--- config.mk ---
export PLATFORM = sky130hd
export DESIGN_NAME = response_packet_deframer_unit
export DESIGN_NICKNAME = d
export VERILOG_FILES = /design/src/rtl/rpd_pkg.sv /design/src/rtl/response_packet_deframer_unit.sv
export SDC_FILE = /design/constraint.sdc
export NUM_CORES = 1
export LEC_CHECK = 0
export BUFFER_PORTS_ARGS = -buffer_cell sky130_fd_sc_hd__buf_2
export CAP_MARGIN = 30
export CORE_MARGIN = 3
export CORE_UTILIZATION = 47
export CTS_CLUSTER_DIAMETER = 150
export CTS_CLUSTER_SIZE = 30
export DETAILED_ROUTE_END_ITERATION = 16
export PLACE_DENSITY = 0.66
export SLEW_MARGIN = 20
export SYNTH_ARGS = -nofsm -noshare
export SYNTH_HDL_FRONTEND = slang
export SYNTH_SLANG_ARGS = --single-unit
--- constraint.sdc ---
create_clock -name clock -period 11.7 [get_ports clock]
set_clock_uncertainty 0.2 [all_clocks]
set_input_delay 1.17 -clock clock [delete_from_list [all_inputs] [get_ports clock]]
set_output_delay 1.17 -clock clock [all_outputs]
set_load 0.005 [all_outputs]
--- src/rtl/rpd_pkg.sv ---
// ----------------------------------------------------------------------------
// rpd_pkg
// Shared types and constants for the response packet deframer.
// ----------------------------------------------------------------------------
package rpd_pkg;

   // Header length in bytes: two start bytes, code, two length/seq bytes
   localparam int unsigned HeaderBytes = 5;

   // Result item kinds
   localparam logic [1:0] KIND_DATA      = 2'd0;
   localparam logic [1:0] KIND_GOOD      = 2'd1;
   localparam logic [1:0] KIND_CSUM      = 2'd2;
   localparam logic [1:0] KIND_MALFORMED = 2'd3;

   // Configuration register indexes
   localparam logic [1:0] CSR_START_ONE   = 2'd0;
   localparam logic [1:0] CSR_START_ACK   = 2'd1;
   localparam logic [1:0] CSR_START_ASYNC = 2'd2;

   typedef struct packed {
      logic [1:0]  item_kind;
      logic        frame_async;
      logic [7:0]  response_code;
      logic [7:0]  sequence_number;
      logic [7:0]  async_code;
      logic [7:0]  payload_byte;
      logic [15:0] payload_count;
   } rpd_result_type;

   // Builds one result item; header codes are routed by frame type
   function automatic rpd_result_type rpd_make_result(
      input logic [1:0]  kind,
      input logic        is_async,
      input logic [7:0]  code,
      input logic [7:0]  seq,
      input logic [7:0]  data,
      input logic [15:0] count
   );
      rpd_result_type r;
      r.item_kind       = kind;
      r.frame_async     = is_async;
      r.response_code   = is_async ? 8'd0 : code;
      r.sequence_number = is_async ? 8'd0 : seq;
      r.async_code      = is_async ? code : 8'd0;
      r.payload_byte    = data;
      r.payload_count   = count;
      return r;
   endfunction

endpackage

--- src/rtl/response_packet_deframer_unit.sv ---
// ----------------------------------------------------------------------------
// response_packet_deframer_unit
// Splits a received link byte stream into acknowledge and async frames.
// ----------------------------------------------------------------------------
// Takes one link byte per req transaction and returns at most one rsp
// transaction per byte. The block hunts for start_byte_one; the next byte
// picks an acknowledge frame (code, sequence id, 8-bit length) or an async
// frame (id code, 16-bit big-endian length). Length counts payload plus the
// checksum byte. Every payload byte comes out as a data item; the checksum
// byte produces a good or checksum-error status item. A bad second start
// byte or a zero length produces a malformed item and the parser resyncs.
// Throughput is one byte per clock unless stalled: the parser state and
// the result register are loaded as the byte is accepted, so rsp_valid
// rises in the cycle after. A byte is taken while a finished result waits,
// as long as that result is being taken in the same cycle; req_stall rises
// only when the result register is full and rsp_stall is high.
// Configuration writes are always ready and should be issued idle.
// ----------------------------------------------------------------------------
module response_packet_deframer_unit
   import rpd_pkg::*;
(
   input  logic        clock,
   input  logic        reset,

   // byte input
   input  logic        req_valid,
   output logic        req_stall,
   input  logic [7:0]  req_rx_byte,

   // result output
   output logic        rsp_valid,
   input  logic        rsp_stall,
   output logic [1:0]  rsp_item_kind,
   output logic        rsp_frame_async,
   output logic [7:0]  rsp_response_code,
   output logic [7:0]  rsp_sequence_number,
   output logic [7:0]  rsp_async_code,
   output logic [7:0]  rsp_payload_byte,
   output logic [15:0] rsp_payload_count,

   // register writes
   input  logic        csr_valid,
   output logic        csr_ready,
   input  logic [1:0]  csr_index,
   input  logic [7:0]  csr_data
);

   // Parser phases, one per header byte then payload and checksum
   localparam logic [2:0] PH_HUNT     = 3'd0;
   localparam logic [2:0] PH_SOP2     = 3'd1;
   localparam logic [2:0] PH_CODE     = 3'd2;
   localparam logic [2:0] PH_HDR3     = 3'd3;
   localparam logic [2:0] PH_LAST_HDR = 3'(HeaderBytes - 1);
   localparam logic [2:0] PH_PAYLOAD  = 3'(HeaderBytes);
   localparam logic [2:0] PH_CHECK    = 3'(HeaderBytes + 1);

   // Configuration
   logic [7:0]  start_one_ff;
   logic [7:0]  start_ack_ff;
   logic [7:0]  start_async_ff;

   // Parser state
   logic [2:0]  phase_ff,   phase_in;
   logic        async_ff,   async_in;
   logic [7:0]  code_ff,    code_in;
   logic [7:0]  seq_ff,     seq_in;
   logic [15:0] length_ff,  length_in;
   logic [15:0] left_ff,    left_in;
   logic [7:0]  sum_ff,     sum_in;

   // Result register
   logic           rsp_valid_ff, rsp_valid_in;
   rpd_result_type result_ff,    result_in;

   logic        accept;
   logic        take;
   logic        emit;
   logic [7:0]  b;
   logic [15:0] hdr_length;
   logic [15:0] count;

   assign csr_ready = 1'b1;

   // Output register frees up when its transaction completes
   assign take      = rsp_valid_ff & ~rsp_stall;
   assign req_stall = rsp_valid_ff & rsp_stall;
   assign accept    = req_valid & ~req_stall;
   assign b         = req_rx_byte;

   // Length as completed by the last header byte
   assign hdr_length = async_ff ? {length_ff[15:8], b} : {8'd0, b};
   assign count      = length_ff - 16'd1;

   always_comb begin
      phase_in  = phase_ff;
      async_in  = async_ff;
      code_in   = code_ff;
      seq_in    = seq_ff;
      length_in = length_ff;
      left_in   = left_ff;
      sum_in    = sum_ff;
      emit      = 1'b0;
      result_in = rpd_make_result(KIND_DATA, async_ff, code_ff, seq_ff, 8'd0, 16'd0);

      case (phase_ff)
         PH_HUNT: begin
            if (b == start_one_ff) phase_in = PH_SOP2;
         end
         PH_SOP2: begin
            if (b == start_ack_ff) begin
               async_in = 1'b0;
               phase_in = PH_CODE;
            end else if (b == start_async_ff) begin
               async_in = 1'b1;
               phase_in = PH_CODE;
            end else begin
               // bad second start byte: report and resync
               async_in  = 1'b0;
               code_in   = 8'd0;
               seq_in    = 8'd0;
               length_in = 16'd0;
               emit      = 1'b1;
               result_in = rpd_make_result(KIND_MALFORMED, 1'b0, 8'd0, 8'd0, 8'd0, 16'd0);
               phase_in  = (b == start_one_ff) ? PH_SOP2 : PH_HUNT;
            end
         end
         PH_CODE: begin
            code_in   = b;
            seq_in    = 8'd0;
            length_in = 16'd0;
            sum_in    = b;
            phase_in  = PH_HDR3;
         end
         PH_HDR3: begin
            if (async_ff) length_in = {b, 8'd0};
            else          seq_in    = b;
            sum_in   = sum_ff + b;
            phase_in = PH_LAST_HDR;
         end
         PH_LAST_HDR: begin
            length_in = hdr_length;
            sum_in    = sum_ff + b;
            if (hdr_length == 16'd0) begin
               emit      = 1'b1;
               result_in = rpd_make_result(KIND_MALFORMED, async_ff, code_ff, seq_ff,
                                           8'd0, 16'd0);
               phase_in  = PH_HUNT;
            end else begin
               left_in  = hdr_length - 16'd1;
               phase_in = (hdr_length == 16'd1) ? PH_CHECK : PH_PAYLOAD;
            end
         end
         PH_PAYLOAD: begin
            emit      = 1'b1;
            result_in = rpd_make_result(KIND_DATA, async_ff, code_ff, seq_ff, b, count);
            sum_in    = sum_ff + b;
            left_in   = left_ff - 16'd1;
            if (left_ff == 16'd1) phase_in = PH_CHECK;
         end
         PH_CHECK: begin
            emit      = 1'b1;
            result_in = rpd_make_result((b == ~sum_ff) ? KIND_GOOD : KIND_CSUM,
                                        async_ff, code_ff, seq_ff, 8'd0, count);
            phase_in  = PH_HUNT;
         end
         default: begin
            phase_in = PH_HUNT;
         end
      endcase
   end

   always_comb begin
      if (accept)    rsp_valid_in = emit;
      else if (take) rsp_valid_in = 1'b0;
      else           rsp_valid_in = rsp_valid_ff;
   end

   always_ff @(posedge clock) begin
      if (reset) begin
         start_one_ff   <= 8'd255;
         start_ack_ff   <= 8'd255;
         start_async_ff <= 8'd254;
         phase_ff       <= PH_HUNT;
         async_ff       <= 1'b0;
         code_ff        <= 8'd0;
         seq_ff         <= 8'd0;
         length_ff      <= 16'd0;
         left_ff        <= 16'd0;
         sum_ff         <= 8'd0;
         rsp_valid_ff   <= 1'b0;
      end else begin
         if (csr_valid && csr_ready) begin
            case (csr_index)
               CSR_START_ONE:   start_one_ff   <= csr_data;
               CSR_START_ACK:   start_ack_ff   <= csr_data;
               CSR_START_ASYNC: start_async_ff <= csr_data;
               default: ;
            endcase
         end
         if (accept) begin
            phase_ff  <= phase_in;
            async_ff  <= async_in;
            code_ff   <= code_in;
            seq_ff    <= seq_in;
            length_ff <= length_in;
            left_ff   <= left_in;
            sum_ff    <= sum_in;
         end
         rsp_valid_ff <= rsp_valid_in;
      end
   end

   // Result payload, loaded only when a byte produces an item
   always_ff @(posedge clock) begin
      if (accept && emit) result_ff <= result_in;
   end

   assign rsp_valid           = rsp_valid_ff;
   assign rsp_item_kind       = result_ff.item_kind;
   assign rsp_frame_async     = result_ff.frame_async;
   assign rsp_response_code   = result_ff.response_code;
   assign rsp_sequence_number = result_ff.sequence_number;
   assign rsp_async_code      = result_ff.async_code;
   assign rsp_payload_byte    = result_ff.payload_byte;
   assign rsp_payload_count   = result_ff.payload_count;

endmodule
Word-level counts from Yosys, hierarchy flattened. Cells that the tools add are included. Widths: inputs -> output; s select.

Register bits after elaboration: 136. Bits of input ports: 23. Word-level logic and storage cells: 108.

Add/sub/neg operators: 4. Eq/ne operators: 21. Mux-type cells: 37. Bitwise gates (word level): 6. Reduce and logical (&&, ||, !) cells: 22.

Operators by type and width (number): $pmux 51 s4 (1); $mux 51 (3); $mux 16 (5); $pmux 16 s4 (1); $mux 8 (6); $sub 16x1->16 const B (3); $eq 16x1->1 const B (2); $eq 8x8->1 (4); $pmux 16 s2 (1); $pmux 8 s2 (2); $pmux 8 s3 (1); $pmux 3 s6 (1); $logic_not 16->1 (1); $ne 2x2->1 const B (7); $reduce_and 2->1 (5); $reduce_and 5->1 (2); $eq 3x3->1 const B (3); $mux 3 (3); $add 8x8->8 (1); $mux 1 (8); $mux 2 (4); $not 8->8 (1); $reduce_bool 2->1 (4); $eq 3x2->1 const B (2); other kinds (15) (19).

Depth between registers and ports, before layout. Gate-level depths: netlist (run 1).

Depth in word-level cells: 5. Depth in mapped cells: 9. Depth with buffers taken out: 9.

Worst setup path before layout (run 1). No wires, ideal clock.

Kind: input-to-reg. Start point: input port req_rx_byte[7]. End point: register result_ff (netlist bit rsp_async_code[0]), enable pin. Setup time: 0.460 ns. Arrival time: 4.441 ns. Required time: 11.040 ns. Path slack: 6.599 ns. Stages: 7. Path buffers: 1. Cell sequence: buf_2 nor2_1 and4_1 a21oi_1 a21oi_1 o21ai_0 nor2_1.

Cells in the longest elaborated chain, start to end: 5. Elaborated cells on any way between the ends: 9. Those cells by class: eq/ne: 2; mux: 5; reduce/logical: 2.

RTL lines: start, declared (RTL line response_packet_deframer_unit.sv:28) `input logic [7:0] req_rx_byte,`; $mux 16 or $eq 8x8->1 (tied branches) (RTL line response_packet_deframer_unit.sv:91, response_packet_deframer_unit.sv:113); $logic_not 16->1 or $mux 1 (tied branches) (RTL line response_packet_deframer_unit.sv:143, response_packet_deframer_unit.sv:113); $mux 1 (on tied branches) (RTL line response_packet_deframer_unit.sv:143, response_packet_deframer_unit.sv:110); $pmux 1 s3 * (RTL line response_packet_deframer_unit.sv:105) `case (phase_ff)`; $logic_and 1x1->1 * (RTL line response_packet_deframer_unit.sv:215) `if (accept && emit) result_ff <= result_in;`; end signal, assigned (RTL line response_packet_deframer_unit.sv:215); end, declared (RTL line response_packet_deframer_unit.sv:73) `rpd_result_type result_ff, result_in;`.

Every way passes the cells marked *; elsewhere a longest branch is shown, timed or not. A chain may end at the register's enable or synchronous reset.

Worst setup path in the final report (run 1).
Start point: input port req_rx_byte[2]. End point: register result_ff (netlist bit rsp_payload_count[7]), enable pin.

Same word-level chain as after synthesis.

==> results of run 1 <==
power breakdown:
group / total, W / internal (W) / switching [W] / leakage, nW
sequential: 0.000495 / 0.000492 / 0.00000296 / 1.16
clock: 0.000531 / 0.000327 / 0.000204 / 0.274
combinational: 0.0000510 / 0.0000187 / 0.0000323 / 1.64
placed cells by master, fill, tap and decap left out, drive strengths merged, types with 17 or more instances in the layout:
| cell | instances |
|---|---|
| xor2 | 17 |
| nand2b | 20 |
| nor2 | 61 |
| nand2 | 84 |
| nand3b | 21 |
| mux2i | 17 |
| buf | 81 |
| nor3 | 18 |
| nand3 | 17 |
| o21ai | 38 |
| edfxtp | 51 |
| xnor2 | 31 |
| and2 | 32 |
| a21oi | 35 |
| clkbuf | 22 |
| dfxtp | 85 |
path summary, 6_finish.rpt:
kind	start	end	slack, ps	cells past startpoint
worst max-delay path	req_rx_byte[2]	rsp_payload_count[7]$_DFFE_PP_	8030	8
worst min-delay path	seq_ff[3]$_SDFFE_PP0P_	seq_ff[3]$_SDFFE_PP0P_	270	2
worst max register to register	length_ff[8]$_SDFFE_PP0P_	rsp_payload_count[7]$_DFFE_PP_	8620	7
worst min register to register	seq_ff[3]$_SDFFE_PP0P_	seq_ff[3]$_SDFFE_PP0P_	270	2
area by class of cell:
class	count	area, sq um
fill	1319	6507
multi-input combinational	559	3558
sequential	136	3233
clock buffer	22	465.4
timing repair buffer	81	424.2
tap	184	230.2
clock inverter	10	121.4
inverter	13	48.80
metrics by stage:
stage	cells	cell area, sq um	power, W	utilization
finish	1005	8082	0.001077	0.5539
global route	1005	8082	0.001113	0.5539
CTS	1003	8063	0.001084	0.5527
detailed placement	971	7476	0.0005554	0.5124
global placement	970	7468	0.0005537	0.5119
floorplan	760	7057	0.0005390	-
registers in the layout, summed over array words and instances (netlist names), 2 cells and up:
signal / cells
rsp_payload_count: 16
phase_ff: 3
code_ff: 8
rsp_response_code: 8
rsp_async_code: 8
start_ack_ff: 8
start_async_ff: 8
left_ff: 16
seq_ff: 8
length_ff: 16
rsp_sequence_number: 8
sum_ff: 8
rsp_item_kind: 2
start_one_ff: 8
rsp_payload_byte: 8
worst max-delay path, stage by stage:
cell     delay, ps
buf_2          240
nor4_4         520
and4_1         370
a21oi_1        130
a21oi_1        220
o21ai_0        190
nor2_4         130
buf_4          520
layer usage:
metal  share of wire  track usage  vias up
li1                -            -     2839
met1            0.46       0.2798     2716
met2            0.46       0.3255      222
met3           0.067      0.05189       26
met4           0.021      0.07288        0
met5               0            0        -
Yosys cell counts (3+ instances only):
cell type and count:
or4_1 5, o41ai_1 4, nor2_1 61, a22oi_1 14, a21oi_1 33, o21a_1 4
nor2b_1 12, buf_2 11, a311oi_1 3, edfxtp_1 51, o22ai_1 6, dfxtp_1 85
a211oi_1 7, a211o_1 9, a22o_1 9, clkbuf_1 37, inv_1 13, nor3_1 18
nand4_1 11, o211ai_1 4, nand2_1 84, nand2b_1 20, nand3_1 17, o21ai_0 36
a21o_1 4, ha_1 13, and2_1 32, nand3b_1 21, or3_1 4, a31oi_1 9
mux2i_1 17, nor4_1 8, xnor2_1 31, xor2_1 17
kinds of logic after synthesis:
family	synth area share
AO/OA/AOI/OAI	0.1605
AND/OR/NAND/NOR	0.2326
adder cells (fa/ha/maj)	0.02589
buffers and inverters	0.03865
flip-flops	0.4582
other	0.0005314
multiplexers	0.02411
XOR/XNOR	0.05957
==> impl_metrics.ini, run 1 <==
[placed_design]
portBuffers = 75
hpwlAfterDp_mm = 11.20
place_ws_ps = 7628
gp_congestion = 0.8337

[sta]
holdWs_ps = 271.5
post-route-min-period_ps = 3673
fin_tns_setup_ps = 0
hold_viol = 0
worst_slack_ps = 8027
slew_viol_final = 0
fin_crit_sh = 0.3140
tightest_slew_ps = 857.7
rsz0062_at_grt = false
relSlewSlack = 0.4282
finalSetupViolCount = 0
max_freq_ghz = 0.2722

[power_and_ir_drop]
p_leak_nw = 3.069
cellPowerDensity_nw_per_um2 = 133.3
ir_worst_vdd_mv = 0.1216

[logic_synthesis]
synth_flop_cell = dfxtp_1
synth-seq-cells = 136
netlist_area_sq_um = 7057
ys_seq_area_frac = 0.4582
syn_area_per_cell_sq_um = 9.285
yosysTopAreaCell = dfxtp_1
syn-num-nets = 797
synth_top_area_share = 0.2411
synth_cell_types = 69
synth_cells = 760
synth-edff-count = 51
synth.top_cells.by_area = dfxtp_1 24%, edfxtp_1 22%, nand2_1 4.5%
yosysWarnings = 0
async_flop_share = 0

[cells_and_area]
nets = 845
drive_gt1_frac = 0.1498
diodes = 0
areaGrowthSynthToFinish_pct = 14.52

[routing]
drc = 0
via_per_inst = 5.774
num_vias = 5803
routed_wl_mm = 16.79
dr.pass1.iters = 5
drtIter0Drc = 488
wl_per_cell_um = 16.70
detail-route-antenna-nets = 0

[cts]
clock-sinks = 136
cts_made_buffers = 17
clk_path_buf_depth = 2
cts_resized = 0
clk_pin_slew_ps = 60
cts_tree = done
cts_root_buffer = clkbuf_16
cts_max_level = 4
clkLatencyLatePin_ps = 420
post_cts_buffers = 0
cts_hold_buf = 0

[die]
die_h_um = 128.5
pin_count = 77
floorplan.initialDensity = 0.4837
fp.dieW_um = 128.5
dieArea_sq_um = 16520
core_region_area_sq_um = 14590
rows = 44

[setup_path]
path_class = input pin to register
startpoint_type = input pin
arrival_ps = 3520
cp_max_fo = 51
end_kind = register
required_ps = 11550

[global_routing]
grt_pass1_vias = 5464
grt_max_degree = 83
antenna_found_initial = 0
grt.overflow.total = 0
grtUsageTotal = 0.2071
grt_pass1_wl_mm = 27.47

[run]
drv_cap = 0

[status]
status = complete, no violations

[worst_hold_path]
hp-class = register to register
Note: power is estimated with default switching activity, not from simulation.
==> run 2, diff against run 1 <==
==> constraint.sdc (replaced) <==
create_clock -name clock -period 3.75 [get_ports clock]
set_clock_uncertainty 0.2 [all_clocks]
set_input_delay 0.375 -clock clock [delete_from_list [all_inputs] [get_ports clock]]
set_output_delay 0.375 -clock clock [all_outputs]
set_load 0.005 [all_outputs]
==> impl_metrics.ini, run 2 (synthesis results as in run 1) <==
[routing]
wl_per_cell_um = 16.67
dr.pass1.iters = 5
drc = 0
routed_wl_mm = 16.87
detail-route-antenna-nets = 0
drtIter0Drc = 406
via_per_inst = 5.761
num_vias = 5830

[global_routing]
grt_pass1_wl_mm = 27.70
grt_max_degree = 47
grt_pass1_vias = 5494
grt.overflow.total = 0
antenna_found_initial = 0
grtUsageTotal = 0.2103

[sta]
rsz0062_at_grt = false
max_freq_ghz = 0.3615
slew_viol_final = 0
tightest_slew_ps = 817.8
relSlewSlack = 0.4506
finalSetupViolCount = 0
hold_viol = 0
fin_tns_setup_ps = 0
fin_crit_sh = 0.7376
post-route-min-period_ps = 2766

[run]
drv_cap = 0

[die]
rows = 44
floorplan.initialDensity = 0.4837
fp.dieW_um = 128.5
core_region_area_sq_um = 14590
pin_count = 77
die_h_um = 128.5
dieArea_sq_um = 16520

[cells_and_area]
drive_gt1_frac = 0.1558
mostFrequentLayoutCell = dfxtp_1
final_cell_mix = 85 x dfxtp_1, 84 x nand2_1, 75 x buf_2
diodes = 0
nets = 852
fillers = 1294
areaGrowthSynthToFinish_pct = 15.99
final_cell_area_sq_um = 8185
utilization = 0.5611

[power_and_ir_drop]
ir_worst_vdd_mv = 0.3591
power_w = 0.003486
cellPowerDensity_nw_per_um2 = 425.9
p_leak_nw = 3.133

[cts]
clock-sinks = 136
cts_max_level = 4
clk_path_buf_depth = 2
clkLatencyLatePin_ps = 420
cts_made_buffers = 17
cts_root_buffer = clkbuf_16
cts_tree = done
post_cts_buffers = 0
clk_pin_slew_ps = 60
cts_resized = 0

[placed_design]
portBuffers = 75
postPlaceCellArea_sq_um = 7521
hpwlAfterDp_mm = 11.49
gp_congestion = 0.8548

[setup_path]
arrival_ps = 2660
cp_cell_sequence = o41ai_1 -> and4_1 -> a21oi_1 -> a21oi_1 -> o21ai_0 -> nor2_4 -> buf_4
cp_max_fo = 26
end_kind = register
crit_buf_inv = 1
startpoint_type = register
cp_top_family = compound AO/OA/AOI/OAI gates
crit_start = length_ff[8]$_SDFFE_PP0P_
cp-endpoint = rsp_payload_count[8]$_DFFE_PP_
reg2reg_from = length_ff[8]$_SDFFE_PP0P_
r2r_setup_slack_ps = 980
crit_cells = 7
max_stage_delay_ps = 460
required_ps = 3640
r2r_cells = 7
cpMostUsedCell = a21oi_1
r2r_end = rsp_payload_count[8]$_DFFE_PP_
crit_path_top_delay_cell = o41ai_1
path_class = register to register

[worst_hold_path]
hp-class = input pin to register

[status]
status = complete, no violations
## run 2: worst min path at each step
stage,startpoint,end,slack [ps],cells after the start
2_1_floorplan,seq_ff[0]$_SDFFE_PP0P_,seq_ff[0]$_SDFFE_PP0P_,250,2
3_3_place_gp,start_async_ff[0]$_SDFFE_PP0P_,start_async_ff[0]$_SDFFE_PP0P_,260,2
3_5_place_dp,seq_ff[4]$_SDFFE_PP0P_,seq_ff[4]$_SDFFE_PP0P_,260,2
4_1_cts,csr_data[6],start_one_ff[6]$_SDFFE_PP1P_,4,2
5_1_grt,csr_data[0],start_one_ff[0]$_SDFFE_PP1P_,10,2
6_report,csr_data[6],start_one_ff[6]$_SDFFE_PP1P_,10,2
## run 2: final cells by class
| class | count | area [sq um] | area share |
|---|---|---|---|
| Tap cell | 184 | 230.2 | 0.02813 |
| Clock inverter | 11 | 172.7 | 0.02109 |
| Inverter | 13 | 48.80 | 0.005961 |
| Sequential cell | 136 | 3233 | 0.3950 |
| Timing Repair Buffer | 88 | 480.5 | 0.05870 |
| Clock buffer | 21 | 461.7 | 0.05640 |
| Multi-Input combinational cell | 559 | 3558 | 0.4347 |
## run 2: stage by stage
stage	worst slack (ps)	cells	hold slack, ps
final	983.9	1012	14.05
after global routing	808.8	1012	14.97
after CTS	1001	1012	4.307
after detailed placement	717.1	977	262.4
after global placement	784.9	977	261.8
after floorplan	242.2	760	247.4
## run 2: layer usage
metal  global-route usage  vias up  share of wire
met2               0.3368      176           0.47
li1                     -     2839              -
met5                    0        -              0
met1               0.2791     2786           0.45
met3              0.05147       29          0.061
met4              0.07412        0          0.016
## run 2: what timing repair did
item	4_1_cts	5_1_grt
hold buffers	3	0
hold endpoints to repair	4	0
setup endpoints to repair	0	0
## run 2: where the power goes
| part | switching, W | total (W) | internal (W) | leakage, nW |
|---|---|---|---|---|
| Clock | 0.000627 | 0.00178 | 0.00115 | 0.306 |
| Sequential | 0.00000921 | 0.00154 | 0.00153 | 1.16 |
| Combinational | 0.000101 | 0.000163 | 0.0000618 | 1.67 |
==> run 3, diff against run 2 <==
==> constraint.sdc (replaced) <==
create_clock -name clock -period 2.9 [get_ports clock]
set_clock_uncertainty 0.2 [all_clocks]
set_input_delay 0.29 -clock clock [delete_from_list [all_inputs] [get_ports clock]]
set_output_delay 0.29 -clock clock [all_outputs]
set_load 0.005 [all_outputs]
==> impl_metrics.ini, run 3 (synthesis results as in run 1) <==
[status]
status = complete, no violations

[cts]
clk_pin_slew_ps = 60
cts_made_buffers = 17
cts_root_buffer = clkbuf_16
clk_path_buf_depth = 2
cts_max_level = 4
cts_resized = 0
clkLatencyLatePin_ps = 430
clock-sinks = 136
cts_tree = done

[die]
rows = 44
core_region_area_sq_um = 14590
floorplan.initialDensity = 0.4837
fp.dieW_um = 128.5
dieArea_sq_um = 16520
die_h_um = 128.5
pin_count = 77

[global_routing]
grtUsageTotal = 0.2145
grt.overflow.total = 0
antenna_found_initial = 0
grt_pass1_wl_mm = 28.28
grt_pass1_vias = 5642
grt_max_degree = 52

[cells_and_area]
nets = 877
diodes = 0
stdcell_count = 1037
fillers = 1240
final_cell_mix = 85 x dfxtp_1, 84 x nand2_1, 75 x buf_2
areaGrowthSynthToFinish_pct = 18.87
drive_gt1_frac = 0.1782
utilization = 0.5750
mostFrequentLayoutCell = dfxtp_1

[routing]
routed.top_layer = met4
wl_met1_mm = 7.878
wl_met3_mm = 1.115
num_vias = 5957
wl_per_cell_um = 16.99
routed_wl_mm = 17.62
wl_met2_mm = 8.330
detail-route-antenna-nets = 0
dr.pass1.iters = 5
drc = 0
via_per_inst = 5.744
drtIter0Drc = 600

[power_and_ir_drop]
power_w = 0.004439
power_frac_seq = 0.450
ir_worst_vdd_mv = 0.3782
clockPowerShare = 0.499
switching_power_w = 0.001007
cellPowerDensity_nw_per_um2 = 529.2
intPower_w = 0.003432
pwr-share-comb = 0.051
swShare = 0.2269
p_leak_nw = 3.251

[worst_hold_path]
min-delay-start = req_valid
hp-class = input pin to register

[setup_path]
arrival_ps = 2520
end_kind = register
crit_start = length_ff[0]$_SDFFE_PP0P_
reg2reg_from = length_ff[0]$_SDFFE_PP0P_
cp_max_fo = 4
required_ps = 2880
path_class = register to register
startpoint_type = register

[sta]
relSlewSlack = 0.3712
slew_viol_final = 0
holdWs_ps = 62.33
max_freq_ghz = 0.3936
fin_tns_setup_ps = 0
finalSetupViolCount = 0
hold_viol = 0
post-route-min-period_ps = 2540
fin_crit_sh = 0.8760
rsz0062_at_grt = false
tightest_slew_ps = 935.9

[placed_design]
gp_congestion = 0.8617
dpl.cell_count = 996
portBuffers = 75
hpwlAfterDp_mm = 12.05

[run]
drv_cap = 0
## run 3: critical path: stages (launching register included)
cell and delay [ps]:
dfxtp_1 330, nor3_1 270, or3b_2 530, nor4_1 500, nor2b_1 250, xnor2_1 150, nor2_1 60
## run 3: what timing repair did
| action | in CTS | in global routing |
|---|---|---|
| buffers inserted | 0 | 0 |
| hold endpoints to repair | 25 | 0 |
| hold buffers | 9 | 0 |
## run 3: area by class of cell
cell class | instances | area, sq um | share of cell area
repair buffers | 113 | 708.2 | 0.08443
clock buffers | 18 | 429.2 | 0.05116
multi-input cells | 559 | 3568 | 0.4254
clock inverters | 14 | 170.2 | 0.02029
flip-flops and latches | 136 | 3233 | 0.3854
well taps | 184 | 230.2 | 0.02745
inverters | 13 | 48.80 | 0.005817
## run 3: layer usage
| metal | track usage | up-vias |
|---|---|---|
| met4 | 0.07721 | 0 |
| met3 | 0.04940 | 33 |
| met2 | 0.3512 | 231 |
| met1 | 0.2793 | 2806 |
| li1 | - | 2887 |
| met5 | 0 | - |
## run 3: metrics by stage
step                      setup slack [ps]  area [sq um]
after floorplan                      21.35          7074
after global placement               341.3          7699
after detailed placement             320.7          7699
after CTS                            345.2          8388
after global routing                 243.3          8388
final                                359.6          8388
## run 3: worst paths after layout
| check | slack, ps | cells after the start | end |
|---|---|---|---|
| setup reg to reg | 360 | 6 | rsp_payload_count[11]$_DFFE_PP_ |
| hold / removal | 60 | 3 | rsp_valid$_SDFFE_PP0P_ |
| hold reg to reg | 270 | 2 | seq_ff[3]$_SDFFE_PP0P_ |
| setup / recovery | 360 | 6 | rsp_payload_count[11]$_DFFE_PP_ |
## run 3: power groups by stage
stage | registers [W] | logic, W | clock network [W]
3_5_place_dp | 0.00204 | 0.000216 | 0
5_1_grt | 0.00200 | 0.000247 | 0.00233
4_1_cts | 0.00200 | 0.000226 | 0.00225
2_1_floorplan | 0.00203 | 0.000141 | 0
6_report | 0.00200 | 0.000227 | 0.00221
3_3_place_gp | 0.00204 | 0.000208 | 0
